## src/sv/szd_pkg.sv

```systemverilog
package szd_pkg;

	// Result kinds
	localparam logic [2:0] KIND_NAME   = 3'd0;
	localparam logic [2:0] KIND_DATA   = 3'd1;
	localparam logic [2:0] KIND_EMPTY  = 3'd2;
	localparam logic [2:0] KIND_END    = 3'd3;
	localparam logic [2:0] KIND_REJECT = 3'd4;

	typedef struct packed {
		logic [7:0] data;
		logic       first;
	} item_t;

	typedef struct packed {
		logic       valid;
		logic [7:0] data;
		logic [2:0] kind;
		logic       last;
	} result_t;

	// Local file header signature, byte by byte.
	function automatic logic [7:0] sig_byte(input logic [1:0] idx);
		logic [7:0] v;
		case (idx)
			2'd0: v = 8'h50;
			2'd1: v = 8'h4B;
			2'd2: v = 8'h03;
			2'd3: v = 8'h04;
			default: v = 8'h00;
		endcase
		return v;
	endfunction

endpackage

```

## src/sv/szd_in_stage.sv

```systemverilog
module szd_in_stage (
	input  logic          clk,
	input  logic          arst_n,
	input  logic          in_valid,
	output logic          in_stall,
	input  logic [7:0]    in_byte,
	input  logic          first_byte,
	input  logic          advance,
	output logic          valid_s1,
	output szd_pkg::item_t item_s1
);
	import szd_pkg::*;

	logic  valid_q;
	item_t item_q;

	// The held word moves on whenever the result register can take its outcome.
	assign in_stall = valid_q && !advance;

	always_ff @(posedge clk or negedge arst_n) begin
		if (!arst_n) begin
			valid_q <= 1'b0;
		end else if (!in_stall) begin
			valid_q <= in_valid;
		end
	end

	always_ff @(posedge clk) begin
		if (in_valid && !in_stall) begin
			item_q.data  <= in_byte;
			item_q.first <= first_byte;
		end
	end

	assign valid_s1 = valid_q;
	assign item_s1  = item_q;

endmodule

```

## src/sv/szd_parse.sv

```systemverilog
module szd_parse (
	input  logic            clk,
	input  logic            arst_n,
	input  logic            valid_s1,
	input  logic            advance,
	input  szd_pkg::item_t  item_s1,
	output szd_pkg::result_t res
);
	import szd_pkg::*;

	localparam logic [2:0] PH_HEAD  = 3'd0;
	localparam logic [2:0] PH_NAME  = 3'd1;
	localparam logic [2:0] PH_EXTRA = 3'd2;
	localparam logic [2:0] PH_DATA  = 3'd3;
	localparam logic [2:0] PH_STOP  = 3'd4;

	localparam logic [4:0] HDR_SIG_END   = 5'd4;
	localparam logic [4:0] HDR_PACKED_LO = 5'd18;
	localparam logic [4:0] HDR_PACKED_HI = 5'd21;
	localparam logic [4:0] HDR_PLAIN_LO  = 5'd22;
	localparam logic [4:0] HDR_PLAIN_HI  = 5'd25;
	localparam logic [4:0] HDR_NAME_LO   = 5'd26;
	localparam logic [4:0] HDR_NAME_HI   = 5'd27;
	localparam logic [4:0] HDR_EXTRA_LO  = 5'd28;
	localparam logic [4:0] HDR_LAST      = 5'd29;

	logic [2:0]  phase_q,  phase_nxt;
	logic [4:0]  hcount_q, hcount_nxt;
	logic [31:0] packed_q, packed_nxt;
	logic [31:0] plain_q,  plain_nxt;
	logic [15:0] namelen_q, namelen_nxt;
	logic [15:0] extlen_q, extlen_nxt;
	logic [31:0] remain_q, remain_nxt;

	logic [2:0]  ph;
	logic [4:0]  hc;
	logic [7:0]  b;
	logic [7:0]  lc;
	logic [31:0] rem_dec;
	logic [15:0] ext_shift;
	logic        fire;

	assign fire = valid_s1 && advance;

	always_comb begin
		b         = item_s1.data;
		ph        = item_s1.first ? PH_HEAD : phase_q;
		hc        = item_s1.first ? 5'd0 : hcount_q;
		lc        = (b >= 8'h41 && b <= 8'h5A) ? (b + 8'h20) : b;
		rem_dec   = (remain_q != 32'd0) ? (remain_q - 32'd1) : remain_q;
		ext_shift = {b, extlen_q[15:8]};

		phase_nxt   = ph;
		hcount_nxt  = hc;
		packed_nxt  = packed_q;
		plain_nxt   = plain_q;
		namelen_nxt = namelen_q;
		extlen_nxt  = extlen_q;
		remain_nxt  = remain_q;
		res         = '0;

		case (ph)
			PH_HEAD: begin
				if (hc < HDR_SIG_END && b != sig_byte(hc[1:0])) begin
					phase_nxt = PH_STOP;
					res.valid = 1'b1;
					res.kind  = KIND_END;
				end else begin
					if (hc >= HDR_PACKED_LO && hc <= HDR_PACKED_HI)
						packed_nxt = {b, packed_q[31:8]};
					else if (hc >= HDR_PLAIN_LO && hc <= HDR_PLAIN_HI)
						plain_nxt = {b, plain_q[31:8]};
					else if (hc >= HDR_NAME_LO && hc <= HDR_NAME_HI)
						namelen_nxt = {b, namelen_q[15:8]};
					else if (hc >= HDR_EXTRA_LO)
						extlen_nxt = ext_shift;

					if (hc >= HDR_LAST) begin
						if (packed_q != plain_q) begin
							phase_nxt = PH_STOP;
							res.valid = 1'b1;
							res.kind  = KIND_REJECT;
						end else if (namelen_q != 16'd0) begin
							phase_nxt  = PH_NAME;
							remain_nxt = {16'd0, namelen_q};
						end else if (ext_shift != 16'd0) begin
							phase_nxt  = PH_EXTRA;
							remain_nxt = {16'd0, ext_shift};
						end else if (packed_q != 32'd0) begin
							phase_nxt  = PH_DATA;
							remain_nxt = packed_q;
						end else begin
							phase_nxt  = PH_HEAD;
							hcount_nxt = 5'd0;
							res.valid  = 1'b1;
							res.kind   = KIND_EMPTY;
							res.last   = 1'b1;
						end
					end else begin
						hcount_nxt = hc + 5'd1;
					end
				end
			end
			PH_NAME: begin
				remain_nxt = rem_dec;
				res.valid  = 1'b1;
				res.data   = lc;
				res.kind   = KIND_NAME;
				if (rem_dec == 32'd0) begin
					if (extlen_q != 16'd0) begin
						phase_nxt  = PH_EXTRA;
						remain_nxt = {16'd0, extlen_q};
					end else if (packed_q != 32'd0) begin
						phase_nxt  = PH_DATA;
						remain_nxt = packed_q;
					end else begin
						phase_nxt  = PH_HEAD;
						hcount_nxt = 5'd0;
						res.last   = 1'b1;
					end
				end
			end
			PH_EXTRA: begin
				remain_nxt = rem_dec;
				if (rem_dec == 32'd0) begin
					if (packed_q != 32'd0) begin
						phase_nxt  = PH_DATA;
						remain_nxt = packed_q;
					end else begin
						phase_nxt  = PH_HEAD;
						hcount_nxt = 5'd0;
						res.valid  = 1'b1;
						res.kind   = KIND_EMPTY;
						res.last   = 1'b1;
					end
				end
			end
			PH_DATA: begin
				remain_nxt = rem_dec;
				res.valid  = 1'b1;
				res.data   = b;
				res.kind   = KIND_DATA;
				if (rem_dec == 32'd0) begin
					phase_nxt  = PH_HEAD;
					hcount_nxt = 5'd0;
					res.last   = 1'b1;
				end
			end
			default: begin
				// Stopped: words are dropped until a new archive starts.
			end
		endcase

		res.valid = res.valid && valid_s1;
	end

	always_ff @(posedge clk or negedge arst_n) begin
		if (!arst_n) begin
			phase_q   <= PH_HEAD;
			hcount_q  <= 5'd0;
			packed_q  <= 32'd0;
			plain_q   <= 32'd0;
			namelen_q <= 16'd0;
			extlen_q  <= 16'd0;
			remain_q  <= 32'd0;
		end else if (fire) begin
			phase_q   <= phase_nxt;
			hcount_q  <= hcount_nxt;
			packed_q  <= packed_nxt;
			plain_q   <= plain_nxt;
			namelen_q <= namelen_nxt;
			extlen_q  <= extlen_nxt;
			remain_q  <= remain_nxt;
		end
	end

endmodule

```

## src/sv/szd_out_stage.sv

```systemverilog
module szd_out_stage (
	input  logic             clk,
	input  logic             arst_n,
	input  szd_pkg::result_t res,
	output logic             advance,
	output logic             out_valid,
	input  logic             out_stall,
	output logic [7:0]       out_byte,
	output logic [2:0]       kind,
	output logic             last_of_entry
);
	import szd_pkg::*;

	logic       valid_q;
	logic [7:0] data_q;
	logic [2:0] kind_q;
	logic       last_q;

	// The register can be loaded when it is empty or its word leaves this cycle.
	assign advance = !valid_q || !out_stall;

	always_ff @(posedge clk or negedge arst_n) begin
		if (!arst_n) begin
			valid_q <= 1'b0;
		end else if (advance) begin
			valid_q <= res.valid;
		end
	end

	always_ff @(posedge clk) begin
		if (advance && res.valid) begin
			data_q <= res.data;
			kind_q <= res.kind;
			last_q <= res.last;
		end
	end

	assign out_valid     = valid_q;
	assign out_byte      = data_q;
	assign kind          = kind_q;
	assign last_of_entry = last_q;

endmodule

```

## src/sv/stored_zip_entry_deframer.sv

```systemverilog
// A word taken into the input register gives its result, if any, on the outputs
// from the result register, once that register can be loaded.
// Throughput: one byte per cycle; the input stalls only while the result register
// holds a word under out_stall and the input register is also full.
// Reset: arst_n clears the parse state and both valid flags at once.
module stored_zip_entry_deframer (
	input  logic       clk,
	input  logic       arst_n,
	input  logic       in_valid,
	output logic       in_stall,
	input  logic [7:0] in_byte,
	input  logic       first_byte,
	output logic       out_valid,
	input  logic       out_stall,
	output logic [7:0] out_byte,
	output logic [2:0] kind,
	output logic       last_of_entry
);
	import szd_pkg::*;

	logic    advance;
	logic    valid_s1;
	item_t   item_s1;
	result_t res;

	szd_in_stage u_in (
		.clk        (clk),
		.arst_n     (arst_n),
		.in_valid   (in_valid),
		.in_stall   (in_stall),
		.in_byte    (in_byte),
		.first_byte (first_byte),
		.advance    (advance),
		.valid_s1   (valid_s1),
		.item_s1    (item_s1)
	);

	szd_parse u_parse (
		.clk      (clk),
		.arst_n   (arst_n),
		.valid_s1 (valid_s1),
		.advance  (advance),
		.item_s1  (item_s1),
		.res      (res)
	);

	szd_out_stage u_out (
		.clk           (clk),
		.arst_n        (arst_n),
		.res           (res),
		.advance       (advance),
		.out_valid     (out_valid),
		.out_stall     (out_stall),
		.out_byte      (out_byte),
		.kind          (kind),
		.last_of_entry (last_of_entry)
	);

endmodule

```

## config.mk

```make
export PLATFORM = sky130hd
export DESIGN_NAME = stored_zip_entry_deframer
export DESIGN_NICKNAME = d
export VERILOG_FILES = /design/src/sv/szd_pkg.sv /design/src/sv/szd_in_stage.sv /design/src/sv/szd_parse.sv /design/src/sv/szd_out_stage.sv /design/src/sv/stored_zip_entry_deframer.sv
export SDC_FILE = /design/constraint.sdc
export NUM_CORES = 1
export LEC_CHECK = 0
export ABC_AREA = 1
export CORE_ASPECT_RATIO = 1.4
export CORE_MARGIN = 5
export CORE_UTILIZATION = 45
export CTS_BUF_LIST = sky130_fd_sc_hd__clkbuf_4 sky130_fd_sc_hd__clkbuf_8
export CTS_CLUSTER_SIZE = 30
export DETAILED_ROUTE_END_ITERATION = 10
export DONT_BUFFER_PORTS = 1
export MAX_ROUTING_LAYER = met4
export SYNTH_ARGS = -nofsm -noshare
export SYNTH_HDL_FRONTEND = slang
export SYNTH_HIERARCHICAL = 1
export SYNTH_SLANG_ARGS = --single-unit
```

## constraint.sdc

```tcl
create_clock -name clk -period 3.15 [get_ports clk]
set_input_delay 0.1575 -clock clk [delete_from_list [all_inputs] [get_ports clk]]
set_output_delay 0.1575 -clock clk [all_outputs]
set_load 0.01 [all_outputs]
```

After elaboration in Yosys (flattened, before gate mapping). Index checks and enable logic that the tools add are counted.

Register bits after elaboration: 159. Input port bits: 13. Output and inout bits: 14. Word-level logic and storage cells: 135.

$add $sub $neg: 3. $lt $le $gt $ge: 11. Equality and inequality tests: 12. Muxes and demuxes: 61. Bitwise gates (word level): 4. Reductions and logical operators: 30.

Operator list (count): $mux 32 (11); $pmux 32 s4 (1); $reduce_bool 32->1 (2); $mux 5 (11); $reduce_bool 16->1 (3); $mux 3 (12); $logic_not 32->1 (1); $ne 32x32->1 (1); $pmux 8 s4 (1); $sub 32x1->32 const B (1); $ge 5x5->1 const B (5); $pmux 5 s4 (1); $mux 8 (2); $pmux 4 s4 (1); $pmux 8 s2 (1); $le 5x5->1 const B (3); $mux 1 (12); $mux 4 (3); $pmux 3 s4 (1); $reduce_and 6->1 (2); $logic_and 1x1->1 (10); $add 8x6->8 const B (1); $ge 8x7->1 const B (1); $le 8x7->1 const B (1); 22 further kinds (33).

Depth between registers and ports, before layout.
Depth after elaboration: 10. Depth in mapped cells: 20. Mapped depth without buffers: 19.

Modules after synthesis. Netlist, hierarchy kept.

Modules (own cells, without submodules): szd_parse (instances 1, cells each 1379, area each 9183.8 µm², sequential area each 3403.3 µm²); szd_out_stage (instances 1, cells each 17, area each 401.6 µm², sequential area each 385.4 µm²); szd_in_stage (instances 1, cells each 16, area each 327.8 µm², sequential area each 295.3 µm²).

Worst setup path after synthesis. Ideal clock, no wire load.

Kind: reg2reg. Start: reg u_parse.remain_q[0]. End: reg u_out.kind_q[0] (netlist: u_out/kind[0]), enable pin. Library setup time: 0.385 ns. Arrival time: 2.811 ns. Required time: 2.765 ns. Slack: -0.046 ns. Stages on the path, launching flop included: 19. Buffers on the path: 0. Clock period less this slack: 3.196 ns. Path through: dfrtp_1 > inv_1 > ha_1 > nand2_2 > nor2_2 > nand2_2 > nor2_1 > nand2_1 > nand3_1 > nand2_1 > nor2_1 > nand2_2 > nor2_8 > nand3_2 > inv_1 > nand2_1 > a31oi_1 > inv_1 > a21oi_1.

RTL lines: from (decl) (RTL line szd_parse.sv:33) `logic [31:0] remain_q, remain_nxt;`; from (signal assigned) (RTL line szd_parse.sv:173) `remain_q <= remain_nxt;`; to (signal assigned) (RTL line szd_out_stage.sv:33) `kind_q <= res.kind;`; to (decl) (RTL line szd_out_stage.sv:16) `logic [2:0] kind_q;`.

==> impl_metrics.env <==
export IMPL_status="complete, but fails checks"
export IMPL_violations="hold timing"
export IMPL_cp_slowest_cell="dfrtp_2"
export IMPL_ys_ff_latch=159
export IMPL_path_cells="nor2_4 -> nand2_2 -> nor2_4 -> nand2_2 -> nor2_4 -> nand2_1 -> nand2_1 -> nand3_1 -> nor2_1 -> nand2_2 -> nor2_8 -> nand3_2 -> inv_1 -> nand2_1 -> a31oi_1 -> inv_1 -> a21oi_4 -> buf_4"
export IMPL_syn_area_per_cell_um2=7.02
export IMPL_clk_insertion_delay_late_ps=500
export IMPL_drive_gt1_share_pct=14.1
export IMPL_core_um2=21800
export IMPL_fin_crit_sh_pct=96.5
export IMPL_internal_power_mw=5.52
export IMPL_layout_commonest_cell="nand2_1"
export IMPL_die_x_um=135
export IMPL_drt_pass1_iter_count=7
export IMPL_synthToLayoutAreaGrowth_pct=17.0
export IMPL_finalSetupViolations=0
export IMPL_power_density_nw_per_um2=951
export IMPL_clockPowerShare_pct=15.1
export IMPL_max_vdd_ir_drop_v=0.000506
export IMPL_cp_required_ps=3370
export IMPL_post_place_ws_ps=30.7
export IMPL_p_leak_nw=5.28
export IMPL_grt_pass1_wl_mm=54.8
export IMPL_pwr_share_comb_pct=54.6
export IMPL_grt_pass1_vias=9649
export IMPL_path_class="reg -> reg"
export IMPL_nets=1527
export IMPL_reg2reg_slack_ps=110
export IMPL_cts_tree="built"
export IMPL_postPlaceCellArea_um2=10900
export IMPL_tightest_slew_ps=675
export IMPL_gr_usage_all_layers_pct=29.7
export IMPL_slowest_delay_ps=460
export IMPL_vias=9977
export IMPL_hold_ws_ps=-654
export IMPL_synth_nets=1432
export IMPL_drtIter0Drc=1217
export IMPL_setup_ws_ps=110
export IMPL_die_area_um2=25100
export IMPL_r2r_cells=18
export IMPL_max_freq_ghz=0.329
export IMPL_crit_buf_inv=3
export IMPL_rsz0062_at_grt="yes"
export IMPL_hold_path_class="in -> async"
export IMPL_critical_path_arrival_ps=3260
export IMPL_antenna_found_initial=0
export IMPL_start_util_pct=45.5
export IMPL_start_kind="flip-flop"
export IMPL_antenna_diode_count=0
export IMPL_synthDistinctLibCells=47
export IMPL_p_sw_share_pct=50.0
export IMPL_drt_total_wl_mm=35.1
export IMPL_grt_max_degree=139
export IMPL_cts_buffer_depth=2
export IMPL_wl_per_cell_um=19.3
export IMPL_slew_headroom_pct=54.8
export IMPL_worst_path_max_fanout=6
export IMPL_pin_count=27
export IMPL_drc=0
export IMPL_clkTransAtPathRegs_ps=110
export IMPL_dp_hpwl_mm=26.9
export IMPL_fin_crit_ps=3040
export IMPL_cp_end_kind="flip-flop"
export IMPL_cts_num_sinks=159
export IMPL_cpLargestDelayFamily="simple AND/OR/NAND/NOR gates"
export IMPL_die_y_um=186
export IMPL_h_tree_depth=4
export IMPL_mostFrequentLayoutCells="nand2_1, inv_1, o21ai_0, dfrtp_1, nor2_1"
export IMPL_postRouteAntennaNets=0
export IMPL_final_area_um2=11600
export IMPL_r2r_end="u_out/kind[1]"
export IMPL_cts_made_buffers=17
export IMPL_cap_violations=0
export IMPL_fp_row_count=64
export IMPL_yosysWarnings=6
export IMPL_avgViaCountPerCell=5.49
export IMPL_r2r_start="u_parse/remain_q[9]"
export IMPL_hold_viol_final=138
export IMPL_fin_skew_ps=18.5
export IMPL_numPortBuffers=0
export IMPL_synth_seq_area_share_pct=41.2
export IMPL_synth_cells=1412
export IMPL_power_mw=11.0
export IMPL_place_congestion=0.976
export IMPL_switchingPower_mw=5.52
export IMPL_seqPwrFrac_pct=30.2
export IMPL_final_max_slew_viol_count=0
export IMPL_synth_area_um2=9910
export IMPL_globalRouteOverflowTotal=0
export IMPL_ctsRootBufferMaster="clkbuf_8"
==> registers in the layout, indices dropped and copies added (netlist names) <==
signal,flops
u_parse/packed_q,32
u_parse/plain_q,32
u_parse/remain_q,32
u_parse/extlen_q,16
u_parse/namelen_q,16
u_in/item_s1,9
u_out/out_byte,8
u_parse/hcount_q,5
u_out/kind,3
u_parse/phase_q,3
u_in/valid_s1,1
u_out/last_of_entry,1
u_out/out_valid,1
==> cells in the mapped netlist, drive strengths merged <==
cell type    n  area share, %
nand2      354             14
o21ai      217             11
inv        207            7.8
nor2       143            6.5
dfrtp      138             35
nand3       96            5.3
a21oi       84            4.3
nand4       32            2.2
clkbuf      28            1.1
edfxtp      21            6.4
buf         14           0.85
nor3        12           0.66
nor4        12           0.76
o22ai       11           0.69
ha           7           0.88
o2111ai      6           0.53
clkinv       4           0.15
or2          4           0.25
xnor2        4           0.35
xor2         4           0.35
a31oi        3           0.25
a221oi       2           0.18
a32oi        2           0.18
a2111oi      1          0.088
a22oi        1          0.076
a41oi        1          0.088
o211ai       1          0.076
o21bai       1          0.076
o221ai       1          0.088
o31ai        1          0.076
==> how the worst max path moves through the flow <==
stage | cells after the start | endpoint | slack, ps | start
finish | 18 | u_out/kind[1] | 110 | u_parse/remain_q[9]
floorplan | 18 | u_out/kind[0] | 220 | u_parse/remain_q[0]
CTS | 19 | u_out/kind[1] | 10 | u_parse/remain_q[1]
global placement | 19 | u_out/kind[1] | 70 | u_parse/remain_q[1]
detailed placement | 19 | u_out/kind[2] | 30 | u_parse/remain_q[1]
global route | 17 | u_out/kind[1] | -70 | u_parse/remain_q[9]
==> kinds of logic after synthesis <==
group	count (synthesis)	share of synthesized area, %
buffers and inverters	253	9.90
AO/OA/AOI/OAI	332	17.7
XOR/XNOR	8	0.707
AND/OR/NAND/NOR	653	29.6
flip-flops	159	41.2
adder cells (fa/ha/maj)	7	0.883
==> power by group through the flow <==
stage | Sequential [mW] | Clock [mW] | Combinational, mW
2_1_floorplan | 3.19 | 0 | 3.46
3_3_place_gp | 3.34 | 0 | 5.81
3_5_place_dp | 3.34 | 0 | 5.81
4_1_cts | 3.30 | 1.70 | 5.85
5_1_grt | 3.42 | 1.80 | 6.60
6_report | 3.34 | 1.67 | 6.03
==> area by class of cell <==
type	count	area, µm²
inverter	211	792
clock inverter	15	198
fill	2252	10200
multi-input combinational	1000	4920
sequential	159	4090
tap	297	372
clock buffer	17	234
timing repair buffer	118	997
==> per-layer routing <==
| layer | up-vias | share of wire [%] | wire, µm | GRT usage [%] |
|---|---|---|---|---|
| li1 | 4824 | - | - | - |
| met1 | 4656 | 38 | 13500 | 33.9 |
| met2 | 394 | 51 | 17900 | 51.9 |
| met3 | 103 | 5.6 | 1970 | 4.00 |
| met4 | 0 | 5.1 | 1800 | 13.1 |
| met5 | - | 0 | 0 | - |
==> through the flow <==
step | cells | hold slack [ps] | setup TNS, ps | utilization [%]
3_5_place_dp | 1768 | -136 | 0 | 50.2
2_1_floorplan | 1412 | -138 | 0 | -
6_report | 1817 | -654 | 0 | 53.3
3_3_place_gp | 1768 | -135 | 0 | 50.2
5_1_grt | 1817 | -685 | -648 | 53.3
4_1_cts | 1812 | -674 | 0 | 52.8
==> what timing repair did <==
action | CTS | global route
endpoints found under the hold margin | 149 | 147
hold buffers | 12 | 1
setup buffers | 0 | 4
gates resized for setup | 0 | 29
setup endpoints to repair | 0 | 65
Note: power is estimated with default switching activity, not from simulation.
